`config.mk`:
```
export PLATFORM = sky130hd
export DESIGN_NAME = hds_queue
export DESIGN_NICKNAME = d
export VERILOG_FILES = /design/src/rtl/hds_pkg.sv /design/src/rtl/hds_queue.sv
export SDC_FILE = /design/constraint.sdc
export NUM_CORES = 1
export LEC_CHECK = 0
export ABC_AREA = 1
export BUFFER_PORTS_ARGS = -buffer_cell sky130_fd_sc_hd__clkbuf_2
export CAP_MARGIN = 5
export CORE_MARGIN = 4
export CORE_UTILIZATION = 31
export DETAILED_ROUTE_END_ITERATION = 10
export GPL_ROUTABILITY_DRIVEN = 0
export PLACE_DENSITY = 0.55
export SYNTH_ARGS = -nofsm -noshare
export SYNTH_HDL_FRONTEND = slang
export SYNTH_SLANG_ARGS = --single-unit
```
`constraint.sdc`:
```
create_clock -name aclk -period 4.62 [get_ports aclk]
set_input_delay 0.924 -clock aclk [delete_from_list [all_inputs] [get_ports aclk]]
set_output_delay 0.924 -clock aclk [all_outputs]
set_load 0.02 [all_outputs]
```
`src/rtl/hds_pkg.sv`:
```
package hds_pkg;

    localparam int MAX_SIDE   = 1024;
    localparam int DATA_W     = 32;
    localparam int FRAC_W     = 16;
    localparam int COEFF_W    = 16;
    localparam int GRID_SIDE_W = 11;
    localparam int CFG_DATA_W = 16;
    localparam int CFG_INDEX_W = 2;

    localparam int IDX_W      = $clog2(MAX_SIDE);
    localparam int LINE_DEPTH = MAX_SIDE + 2;
    localparam int ADDR_W     = $clog2(LINE_DEPTH);
    localparam int CNT_W      = $clog2(MAX_SIDE + 3);
    localparam int SIDE_CMP_W = (GRID_SIDE_W > CNT_W) ? GRID_SIDE_W : CNT_W;

    localparam int QUEUE_DEPTH = 4;
    localparam int QPTR_W      = $clog2(QUEUE_DEPTH);
    localparam int QCNT_W      = $clog2(QUEUE_DEPTH + 1);

    localparam int OUT_BITS   = DATA_W + 2 * IDX_W;
    localparam int TDATA_IN_W = ((DATA_W + 7) / 8) * 8;
    localparam int TDATA_OUT_W = ((OUT_BITS + 7) / 8) * 8;

    typedef enum logic [CFG_INDEX_W-1:0] {
        CFG_COEFF_X   = 2'd0,
        CFG_COEFF_Y   = 2'd1,
        CFG_GRID_SIDE = 2'd2
    } cfg_index_t;

    // one interior cell with its four neighbors, ready for the arithmetic
    typedef struct packed {
        logic signed [DATA_W-1:0] u;
        logic signed [DATA_W-1:0] up;
        logic signed [DATA_W-1:0] down;
        logic signed [DATA_W-1:0] left;
        logic signed [DATA_W-1:0] right;
        logic [IDX_W-1:0]         row;
        logic [IDX_W-1:0]         col;
        logic                     last;
    } stencil_t;

    typedef struct packed {
        logic     valid;
        stencil_t data;
    } stencil_beat_t;

endpackage

```
`src/rtl/hds_queue.sv`:
```
module hds_queue
    import hds_pkg::*;
(
    input  logic          aclk,
    input  logic          aresetn,
    input  stencil_beat_t push,
    input  logic          pop,
    output logic          full,
    output stencil_beat_t head
);

    stencil_t           slot_reg [QUEUE_DEPTH];
    logic [QPTR_W-1:0]  wr_ptr_reg, rd_ptr_reg;
    logic [QCNT_W-1:0]  count_reg;
    logic               do_pop;

    assign full       = (count_reg == QCNT_W'(QUEUE_DEPTH));
    assign head.valid = (count_reg != '0);
    assign head.data  = slot_reg[rd_ptr_reg];
    assign do_pop     = pop && head.valid;

    always_ff @(posedge aclk) begin
        if (!aresetn) begin
            wr_ptr_reg <= '0;
            rd_ptr_reg <= '0;
            count_reg  <= '0;
        end else begin
            if (push.valid) begin
                wr_ptr_reg <= wr_ptr_reg + QPTR_W'(1);
            end
            if (do_pop) begin
                rd_ptr_reg <= rd_ptr_reg + QPTR_W'(1);
            end
            if (push.valid && !do_pop) begin
                count_reg <= count_reg + QCNT_W'(1);
            end else if (!push.valid && do_pop) begin
                count_reg <= count_reg - QCNT_W'(1);
            end
        end
    end

    always_ff @(posedge aclk) begin
        if (push.valid) begin
            slot_reg[wr_ptr_reg] <= push.data;
        end
    end

endmodule

```
==> run metrics <==
clk root buf clkbuf_16; CP Cell Sequence inv_8 -> buf_4 -> o21ai_1 -> o22ai_1 -> clkbuf_2; cells after synthesis between 1500 and 2000; DR vias/cell about 4.8; initial cell density of the core 0.3126; Setup TNS 0 ps; Netlist cell types 20; first-pass GRT wire length around 100000 um; DR WL/cell between 15 and 20 um; Hold Violations, Final 0; Worst Max-Slew Pin Slew approximately 1200 ps; area delta synth->final 20.94%; die area ~90000 um^2; CP peak stage delay just under 500 ps; period utilization 0.8001; CTS tree yes; CTS sink cnt 733; Area after DPL between 30000 and 40000 um^2; DR pass1 iterations 5; post_cts resized 0; Setup Skew ~21 ps; Residual DRC 0; H-Tree Depth 3; Crit Path Category reg -> out; crit path DAT 2770 ps; total length of routed wires 67420 um; clock buffer count from CTS approximately 80; Seq/Total Area, Yosys 0.8070; gr ovfl total 0; Post-CTS Hold Fix Bufs 0; Max Slew Vio Count 0; RSZ-0062 raised after global routing no; Setup crit end kind output pin; design area roughly 33000 um^2; CP delay by family, top buffers and inverters; Yosys top cell by area edfxtp_1; worst skew pair latency around 600 ps; Rows ~110; num ports 368; crit path buf inv count 3; antenna viol nets, final 0; Setup Buffers After CTS 0; Final #Nets between 2000 and 2500; ratio of cells with drive above 1 in the final layout 0.2316; number of global-route vias before repair around 16000; top-area cell type share of the netlist area 0.8004; Largest register FFs ~720; FILL cells approximately 8000; FF+latch count, synth 733; pwr dens 546.9 nW/um^2; Clock Pin Slew Worst Setup and Hold Paths 60 ps; fin crit period roughly 3700 ps; Final Power between 15000 and 20000 uW; Pleak 0.01133 uW; Die Ht 304.0 um; Area contributors post-synth edfxtp_1 80%, nor2_1 5.1%, o21ai_0 4.9%, o22ai_1 4.2%, o21ai_1 1.9%; Fmax achieved 0.2705 GHz; I/O Buffers between 300 and 400; Net Count, Synth 2004; largest net degree at the start of global routing 182; Syn Std Cell Area between 20000 and 30000 um^2; hpwl dp 38510 um; Core ar. 86890 um^2; maximum vdd drop 0.4234 mV; chip width roughly 300 um; Total GRT Usage 0.1411; Final Setup Violations 0; max_cap viols 0; Worst Path Max Fanout 95; initial antenna violation count 13; Worst setup SP type register; clock tree buffer depth 3; Slowest-stage cell, CP dfxtp_4; Worst Path Required between 3000 and 4000 ps; DP Worst Slack approximately 1400 ps; Slew headroom 0.1918; vias after detailed routing approximately 16000; mean post-synth cell area around 15 um^2; Iter 0 DRT Violations roughly 1100; status completed; Hold Crit Class reg -> reg; final worst setup slack ~900 ps; Ys Warns 0
-- routing by layer --
metal | GRT usage | share of wire | routed length (um) | vias up
met5 | 0 | 0.0017 | 114 | -
met4 | 0.03863 | 0.019 | 1309 | 16
met3 | 0.04976 | 0.085 | 5734 | 101
met2 | 0.2319 | 0.48 | 32340 | 470
met1 | 0.1774 | 0.41 | 27930 | 8140
li1 | - | - | - | 7632
-- path summary, 6_finish.rpt --
| kind | startpoint | end | slack, ps | depth (start not counted) |
|---|---|---|---|---|
| min reg2reg | rd_ptr_reg[1] | register | 500 | 2 |
| max | register | head[142] | 920 | 5 |
| max reg2reg | wr_ptr_reg[0] | slot_reg[3][119] | 2120 | 4 |
| min | rd_ptr_reg[1] | register | 500 | 2 |
-- metrics by stage --
| stage | util | instances | hold WS, ps |
|---|---|---|---|
| 3_5_place_dp | 0.3490 | 3252 | 479.8 |
| 5_1_grt | 0.3779 | 3392 | 482.1 |
| 6_report | 0.3781 | 3399 | 500.9 |
| 3_3_place_gp | 0.3490 | 3252 | 474.4 |
| 4_1_cts | 0.3779 | 3392 | 471.3 |
| 2_1_floorplan | - | 1813 | 464.8 |
-- worst min-delay path, delay by kind of cell, from the launching register on --
family          cells  cell delay, ps
flops               1             320
simple gates        1              70
compound gates      1              70
-- synth_stat cells --
cell type / number
inv_1: 14
xor2_1: 1
inv_2: 2
fa_1: 1
a21oi_1: 5
nand3_1: 3
nor3_1: 1
dfxtp_1: 9
nor2_1: 368
ha_1: 5
nand2_1: 15
buf_6: 5
o21ai_0: 264
buf_4: 22
clkbuf_1: 26
buf_2: 49
clkbuf_2: 17
o22ai_1: 181
o21ai_1: 101
edfxtp_1: 724
-- logic make-up after synthesis --
logic type	after synthesis	synth area share
flops	733	0.8070
compound gates	551	0.1099
simple gates	387	0.05366
buf+inv	135	0.02612
fa+ha+maj	6	0.003040
xor+xnor	1	0.0003225
-- cell type report --
| class | instances | area [um^2] | area share |
|---|---|---|---|
| sequential | 733 | 21930 | 0.6675 |
| multi-input combinational | 945 | 4533 | 0.1380 |
| timing repair buffer | 403 | 2332 | 0.07100 |
| clock buffer | 96 | 2041 | 0.06212 |
| tap | 1155 | 1445 | 0.04399 |
| clock inverter | 44 | 465.4 | 0.01417 |
| inverter | 16 | 87.58 | 0.002666 |
| antenna | 7 | 17.52 | 0.0005332 |
-- placed cells by master (no fill, tap or decap), types with 15 or more instances in the layout --
master,instances
buf_4,18
nand2_1,15
clkinv_1,16
clkbuf_1,17
clkbuf_16,79
edfxtp_1,724
o21ai_1,101
nor2_1,368
clkbuf_2,367
buf_12,18
o22ai_1,181
o21ai_0,264
-- report_power, final --
group | internal, uW | switching, uW
clock network | 3640 | 2460
logic | 1160 | 2970
registers | 7630 | 109
(Power assumes the default switching activity.)
