**config.mk**
```make
export PLATFORM = sky130hd
export DESIGN_NAME = hds_back
export DESIGN_NICKNAME = d
export VERILOG_FILES = /design/src/rtl/hds_pkg.sv /design/src/rtl/hds_back.sv
export SDC_FILE = /design/constraint.sdc
export NUM_CORES = 2
export LEC_CHECK = 0
export BUFFER_PORTS_ARGS = -buffer_cell sky130_fd_sc_hd__buf_2
export CAP_MARGIN = 20
export CORE_ASPECT_RATIO = 1.75
export CORE_MARGIN = 3
export CORE_UTILIZATION = 37
export CTS_CLUSTER_SIZE = 25
export DETAILED_ROUTE_END_ITERATION = 7
export PLACE_DENSITY = 0.5
export SYNTH_ARGS = -nofsm -noshare
export SYNTH_HDL_FRONTEND = slang
export SYNTH_SLANG_ARGS = --single-unit
```
**constraint.sdc**
```tcl
create_clock -name aclk -period 25.1 [get_ports aclk]
set_clock_uncertainty 0.05 [all_clocks]
set_input_delay 3.765 -clock aclk [delete_from_list [all_inputs] [get_ports aclk]]
set_output_delay 3.765 -clock aclk [all_outputs]
set_load 0.02 [all_outputs]
```
**src/rtl/hds_pkg.sv**
```systemverilog
package hds_pkg;

    localparam int MAX_SIDE   = 1024;
    localparam int DATA_W     = 32;
    localparam int FRAC_W     = 16;
    localparam int COEFF_W    = 16;
    localparam int GRID_SIDE_W = 11;
    localparam int CFG_DATA_W = 16;
    localparam int CFG_INDEX_W = 2;

    localparam int IDX_W      = $clog2(MAX_SIDE);
    localparam int LINE_DEPTH = MAX_SIDE + 2;
    localparam int ADDR_W     = $clog2(LINE_DEPTH);
    localparam int CNT_W      = $clog2(MAX_SIDE + 3);
    localparam int SIDE_CMP_W = (GRID_SIDE_W > CNT_W) ? GRID_SIDE_W : CNT_W;

    localparam int QUEUE_DEPTH = 4;
    localparam int QPTR_W      = $clog2(QUEUE_DEPTH);
    localparam int QCNT_W      = $clog2(QUEUE_DEPTH + 1);

    localparam int OUT_BITS   = DATA_W + 2 * IDX_W;
    localparam int TDATA_IN_W = ((DATA_W + 7) / 8) * 8;
    localparam int TDATA_OUT_W = ((OUT_BITS + 7) / 8) * 8;

    typedef enum logic [CFG_INDEX_W-1:0] {
        CFG_COEFF_X   = 2'd0,
        CFG_COEFF_Y   = 2'd1,
        CFG_GRID_SIDE = 2'd2
    } cfg_index_t;

    // one interior cell with its four neighbors, ready for the arithmetic
    typedef struct packed {
        logic signed [DATA_W-1:0] u;
        logic signed [DATA_W-1:0] up;
        logic signed [DATA_W-1:0] down;
        logic signed [DATA_W-1:0] left;
        logic signed [DATA_W-1:0] right;
        logic [IDX_W-1:0]         row;
        logic [IDX_W-1:0]         col;
        logic                     last;
    } stencil_t;

    typedef struct packed {
        logic     valid;
        stencil_t data;
    } stencil_beat_t;

endpackage

```
**src/rtl/hds_back.sv**
```systemverilog
module hds_back
    import hds_pkg::*;
(
    input  logic                     aclk,
    input  logic                     aresetn,
    input  logic [COEFF_W-1:0]       coeff_x,
    input  logic [COEFF_W-1:0]       coeff_y,
    input  stencil_beat_t            head,
    output logic                     pop,
    output logic                     m_tvalid,
    input  logic                     m_tready,
    output logic signed [DATA_W-1:0] new_value,
    output logic [IDX_W-1:0]         out_row,
    output logic [IDX_W-1:0]         out_col,
    output logic                     last
);

    localparam int DIFF_W = DATA_W + 2;
    localparam int PROD_W = COEFF_W + 1 + DIFF_W;
    localparam int SUM_W  = PROD_W + 2;
    localparam int Y_W    = SUM_W - FRAC_W;

    typedef struct packed {
        logic [IDX_W-1:0] row;
        logic [IDX_W-1:0] col;
        logic             last;
    } tag_t;

    logic adv;

    logic                     s1_valid_reg;
    logic signed [DATA_W-1:0] s1_u_reg;
    logic signed [DIFF_W-1:0] s1_dv_reg, s1_dh_reg;
    tag_t                     s1_tag_reg;

    logic                     s2_valid_reg;
    logic signed [DATA_W-1:0] s2_u_reg;
    logic signed [PROD_W-1:0] s2_px_reg, s2_py_reg;
    tag_t                     s2_tag_reg;

    logic                     s3_valid_reg;
    logic signed [Y_W-1:0]    s3_y_reg;
    tag_t                     s3_tag_reg;

    logic                     out_valid_reg;
    logic signed [DATA_W-1:0] out_value_reg;
    tag_t                     out_tag_reg;

    logic signed [DIFF_W-1:0] s1_dv_next, s1_dh_next, two_u;
    logic signed [PROD_W-1:0] s2_px_next, s2_py_next;
    logic signed [SUM_W-1:0]  sum;
    logic [Y_W-DATA_W:0]      y_hi;
    logic signed [DATA_W-1:0] out_value_next;

    // the whole pipe moves unless a finished beat waits on the output
    assign adv = !out_valid_reg || m_tready;
    assign pop = adv && head.valid;

    always_comb begin
        two_u      = DIFF_W'(head.data.u) <<< 1;
        s1_dv_next = DIFF_W'(head.data.up) + DIFF_W'(head.data.down) - two_u;
        s1_dh_next = DIFF_W'(head.data.left) + DIFF_W'(head.data.right) - two_u;
        s2_px_next = PROD_W'($signed({1'b0, coeff_x})) * PROD_W'(s1_dv_reg);
        s2_py_next = PROD_W'($signed({1'b0, coeff_y})) * PROD_W'(s1_dh_reg);
        sum = (SUM_W'(s2_u_reg) <<< FRAC_W) + SUM_W'(s2_px_reg) + SUM_W'(s2_py_reg)
            + SUM_W'(1 << (FRAC_W - 1));
        // saturate when the bits above the result width are not a sign run
        y_hi = s3_y_reg[Y_W-1:DATA_W-1];
        if ((&y_hi) || !(|y_hi)) begin
            out_value_next = s3_y_reg[DATA_W-1:0];
        end else if (s3_y_reg[Y_W-1]) begin
            out_value_next = {1'b1, {(DATA_W-1){1'b0}}};
        end else begin
            out_value_next = {1'b0, {(DATA_W-1){1'b1}}};
        end
    end

    always_ff @(posedge aclk) begin
        if (!aresetn) begin
            s1_valid_reg  <= 1'b0;
            s2_valid_reg  <= 1'b0;
            s3_valid_reg  <= 1'b0;
            out_valid_reg <= 1'b0;
        end else if (adv) begin
            s1_valid_reg  <= head.valid;
            s2_valid_reg  <= s1_valid_reg;
            s3_valid_reg  <= s2_valid_reg;
            out_valid_reg <= s3_valid_reg;
        end
    end

    always_ff @(posedge aclk) begin
        if (adv) begin
            s1_u_reg      <= head.data.u;
            s1_dv_reg     <= s1_dv_next;
            s1_dh_reg     <= s1_dh_next;
            s1_tag_reg    <= '{row: head.data.row, col: head.data.col, last: head.data.last};
            s2_u_reg      <= s1_u_reg;
            s2_px_reg     <= s2_px_next;
            s2_py_reg     <= s2_py_next;
            s2_tag_reg    <= s1_tag_reg;
            s3_y_reg      <= sum[SUM_W-1:FRAC_W];
            s3_tag_reg    <= s2_tag_reg;
            out_value_reg <= out_value_next;
            out_tag_reg   <= s3_tag_reg;
        end
    end

    assign m_tvalid  = out_valid_reg;
    assign new_value = out_value_reg;
    assign out_row   = out_tag_reg.row;
    assign out_col   = out_tag_reg.col;
    assign last      = out_tag_reg.last;

endmodule

```
==> impl_metrics.ini <==
[worst_setup_path]
crit_arrival_ps = 10940
end_kind = flop
rr_startpoint = s1_dh_reg[18]$_DFFE_PN_
ff2ff_setup_slack_ps = 17370
critical_path_class = primary input to flop
cp_max_fo = 34
startpoint_type = primary input
rr_worst_depth = 20
required_ps = 25410
timing.rr.end = s2_py_reg[50]$_DFFE_PN_

[place]
hpwlAfterDp_um = 124000
place_area_um2 = 61400
dp_cells = 7974
portBuffers = 271
gp_congestion = 0.853

[routing]
first_iter_violations = 1877
drc = 0
first_pass_iters = 5
antenna_left = 0
routed_wl_um = 155000
via_per_inst = 4.87
via_count = 39287
wl_per_cell_um = 19.2

[clocking]
insertion_delay_ps = 630
cts_hold_buf = 0
ctsResizeCount = 0
clock_sinks = 391
htree_levels = 2
cts-root-buf = clkbuf_16
cts_buffer_depth = 3
cts_tree = built
cts_setup_buffers = 0
clkTransAtPathRegs_ps = 70
cts_made_buffers = 45

[hold_path]
whs_path_depth = 0
holdCritPathClass = flop to flop
holdPathEnd = s2_u_reg[12]$_DFFE_PN_
hold_start = s1_u_reg[12]$_DFFE_PN_

[finish]
final_area_um2 = 62900
instances_no_fill = 8063
final_common_cell = inv_1
final_cell_mix = inv_1 (1506), fa_1 (1133), nand2_1 (764), and2_1 (419), edfxtp_1 (387)
synthToLayoutAreaGrowth_pct = 8.43
final_nets = 7718
drive_gt1_share_pct = 6.55
num-fill-cells = 15479

[yosys]
syn_nets = 7572
ys_seq_area_share_pct = 20.2
synth_edf_count = 387
yosysUniqueCellTypes = 75
netlist_instances = 5849
dominantRegCellSynth = edfxtp_1
synth-seq-cells = 391
synthesis.area_um2 = 58000
async_flop_share_pct = 0
ys_warn_count = 0
postSynthAreaPerCell_um2 = 9.92

[die]
coreArea_um2 = 155000
io_pins = 272
dieArea_um2 = 162000
die_h_um = 530
std_cell_rows = 191
initial_core_util_pct = 37.3
die_w_um = 305

[flow_run]
cap_violations = 0

[timing]
holdWs_ps = 359
fin_crit_sh_pct = 42.4
period_needed_ps = 10630
grt_setup_unrepaired = no
fmax_mhz = 94.0
tightest_slew_ps = 1120
hold_viol = 0
drv_slew = 0
slew-limit-headroom_pct = 25.3
finalSetupTns_ps = 0
setup_viol = 0

[grt]
grt_max_degree = 68
grt_usage_pct = 19.8
antenna_found_initial = 5
grt_overflow = 0
grt_pass1_wl_um = 248000
grt_pass1_vias = 43710

[outcome]
outcome = complete, no violations
## logic make-up after synthesis
logic type | after synthesis | synth area share (%)
buf+inv | 1703 | 11.0
flops | 391 | 20.2
fa+ha+maj | 1506 | 47.1
xor+xnor | 189 | 2.85
mux | 2 | 0.0345
compound gates | 577 | 6.56
simple gates | 1481 | 12.2
## cells in the mapped netlist, types with 5 or more instances
master     count  area share (%)
a211o_1        7            0.11
a211oi_1      12            0.16
a21o_1       128             1.7
a21oi_1      180             1.6
a221oi_1       5           0.075
a31oi_1       14            0.15
and2_1       419             4.5
and3_1        25            0.27
and4_1         6           0.091
clkbuf_1     195             1.3
edfxtp_1     387              20
fa_1        1133              39
ha_1         373             8.0
inv_1       1506             9.7
nand2_1      764             4.9
nand2b_1      22            0.24
nand3_1       30            0.26
nand4_1       25            0.27
nor2_1        92            0.60
nor2b_1       33            0.36
nor3_1        32            0.28
nor4_1         5           0.054
o2111ai_1      5           0.075
o211ai_1      14            0.18
o21a_1        25            0.32
o21ai_0       89            0.77
o21ai_1        6           0.052
o21bai_1      33            0.43
or2_2          5           0.054
or3_1         10            0.11
xnor2_1      126             1.9
xor2_1        63            0.95
## final cells by class
| type | count | area [um^2] | area share [%] |
|---|---|---|---|
| multi-input cells | 3755 | 39900 | 63.5 |
| flip-flops and latches | 391 | 11700 | 18.6 |
| inverters | 1506 | 5650 | 8.99 |
| well taps | 2026 | 2530 | 4.03 |
| repair buffers | 296 | 1540 | 2.45 |
| clock buffers | 50 | 1140 | 1.82 |
| clock inverters | 34 | 382 | 0.607 |
| diodes | 5 | 12.5 | 0.0199 |
## per-layer routing
layer / up-vias / track usage, % / wire (um)
li1: 17952 / - / -
met1: 20144 / 24.6 / 63000
met2: 941 / 35.9 / 79400
met3: 250 / 2.26 / 7360
met4: 0 / 6.07 / 5060
met5: - / 0 / 0
## worst max-delay path by stage
stage | end | slack (ps) | startpoint | cells after the start
final | s2_px_reg[44]$_DFFE_PN_ | 14470 | coeff_x[8] | 24
after global routing | s2_px_reg[48]$_DFFE_PN_ | 14010 | coeff_x[8] | 24
after detailed placement | s2_px_reg[44]$_DFFE_PN_ | 13780 | coeff_x[8] | 23
after global placement | s2_px_reg[44]$_DFFE_PN_ | 13910 | coeff_x[8] | 24
after floorplan | pop | 5740 | m_tready | 3
after CTS | s2_px_reg[44]$_DFFE_PN_ | 14440 | coeff_x[8] | 23
## metrics by stage
step | util [%] | setup WS [ps]
finish | 40.5 | 14470
global placement | 39.5 | 13910
floorplan | - | 5740
global route | 40.5 | 14010
CTS | 40.5 | 14440
detailed placement | 39.5 | 13780
## critical path, cell delays in order
cell and delay [ps]:
buf_2 670, nand2_1 180, fa_1 580, inv_1 60, fa_1 510, inv_1 60, fa_1 530, inv_1 50
fa_1 380, fa_1 530, inv_1 60, fa_1 480, inv_1 50, ha_1 340, a21oi_1 280, a21oi_1 110
a311oi_1 360, a31oi_1 300, a31oi_1 560, o21ai_1 230, a21oi_2 340, o21ai_0 230, nand4b_1 160, o311ai_1 110
Power is left out: the tool's default activity adds up to more than one toggle a clock period on the data nets, which glitch-free logic cannot reach.
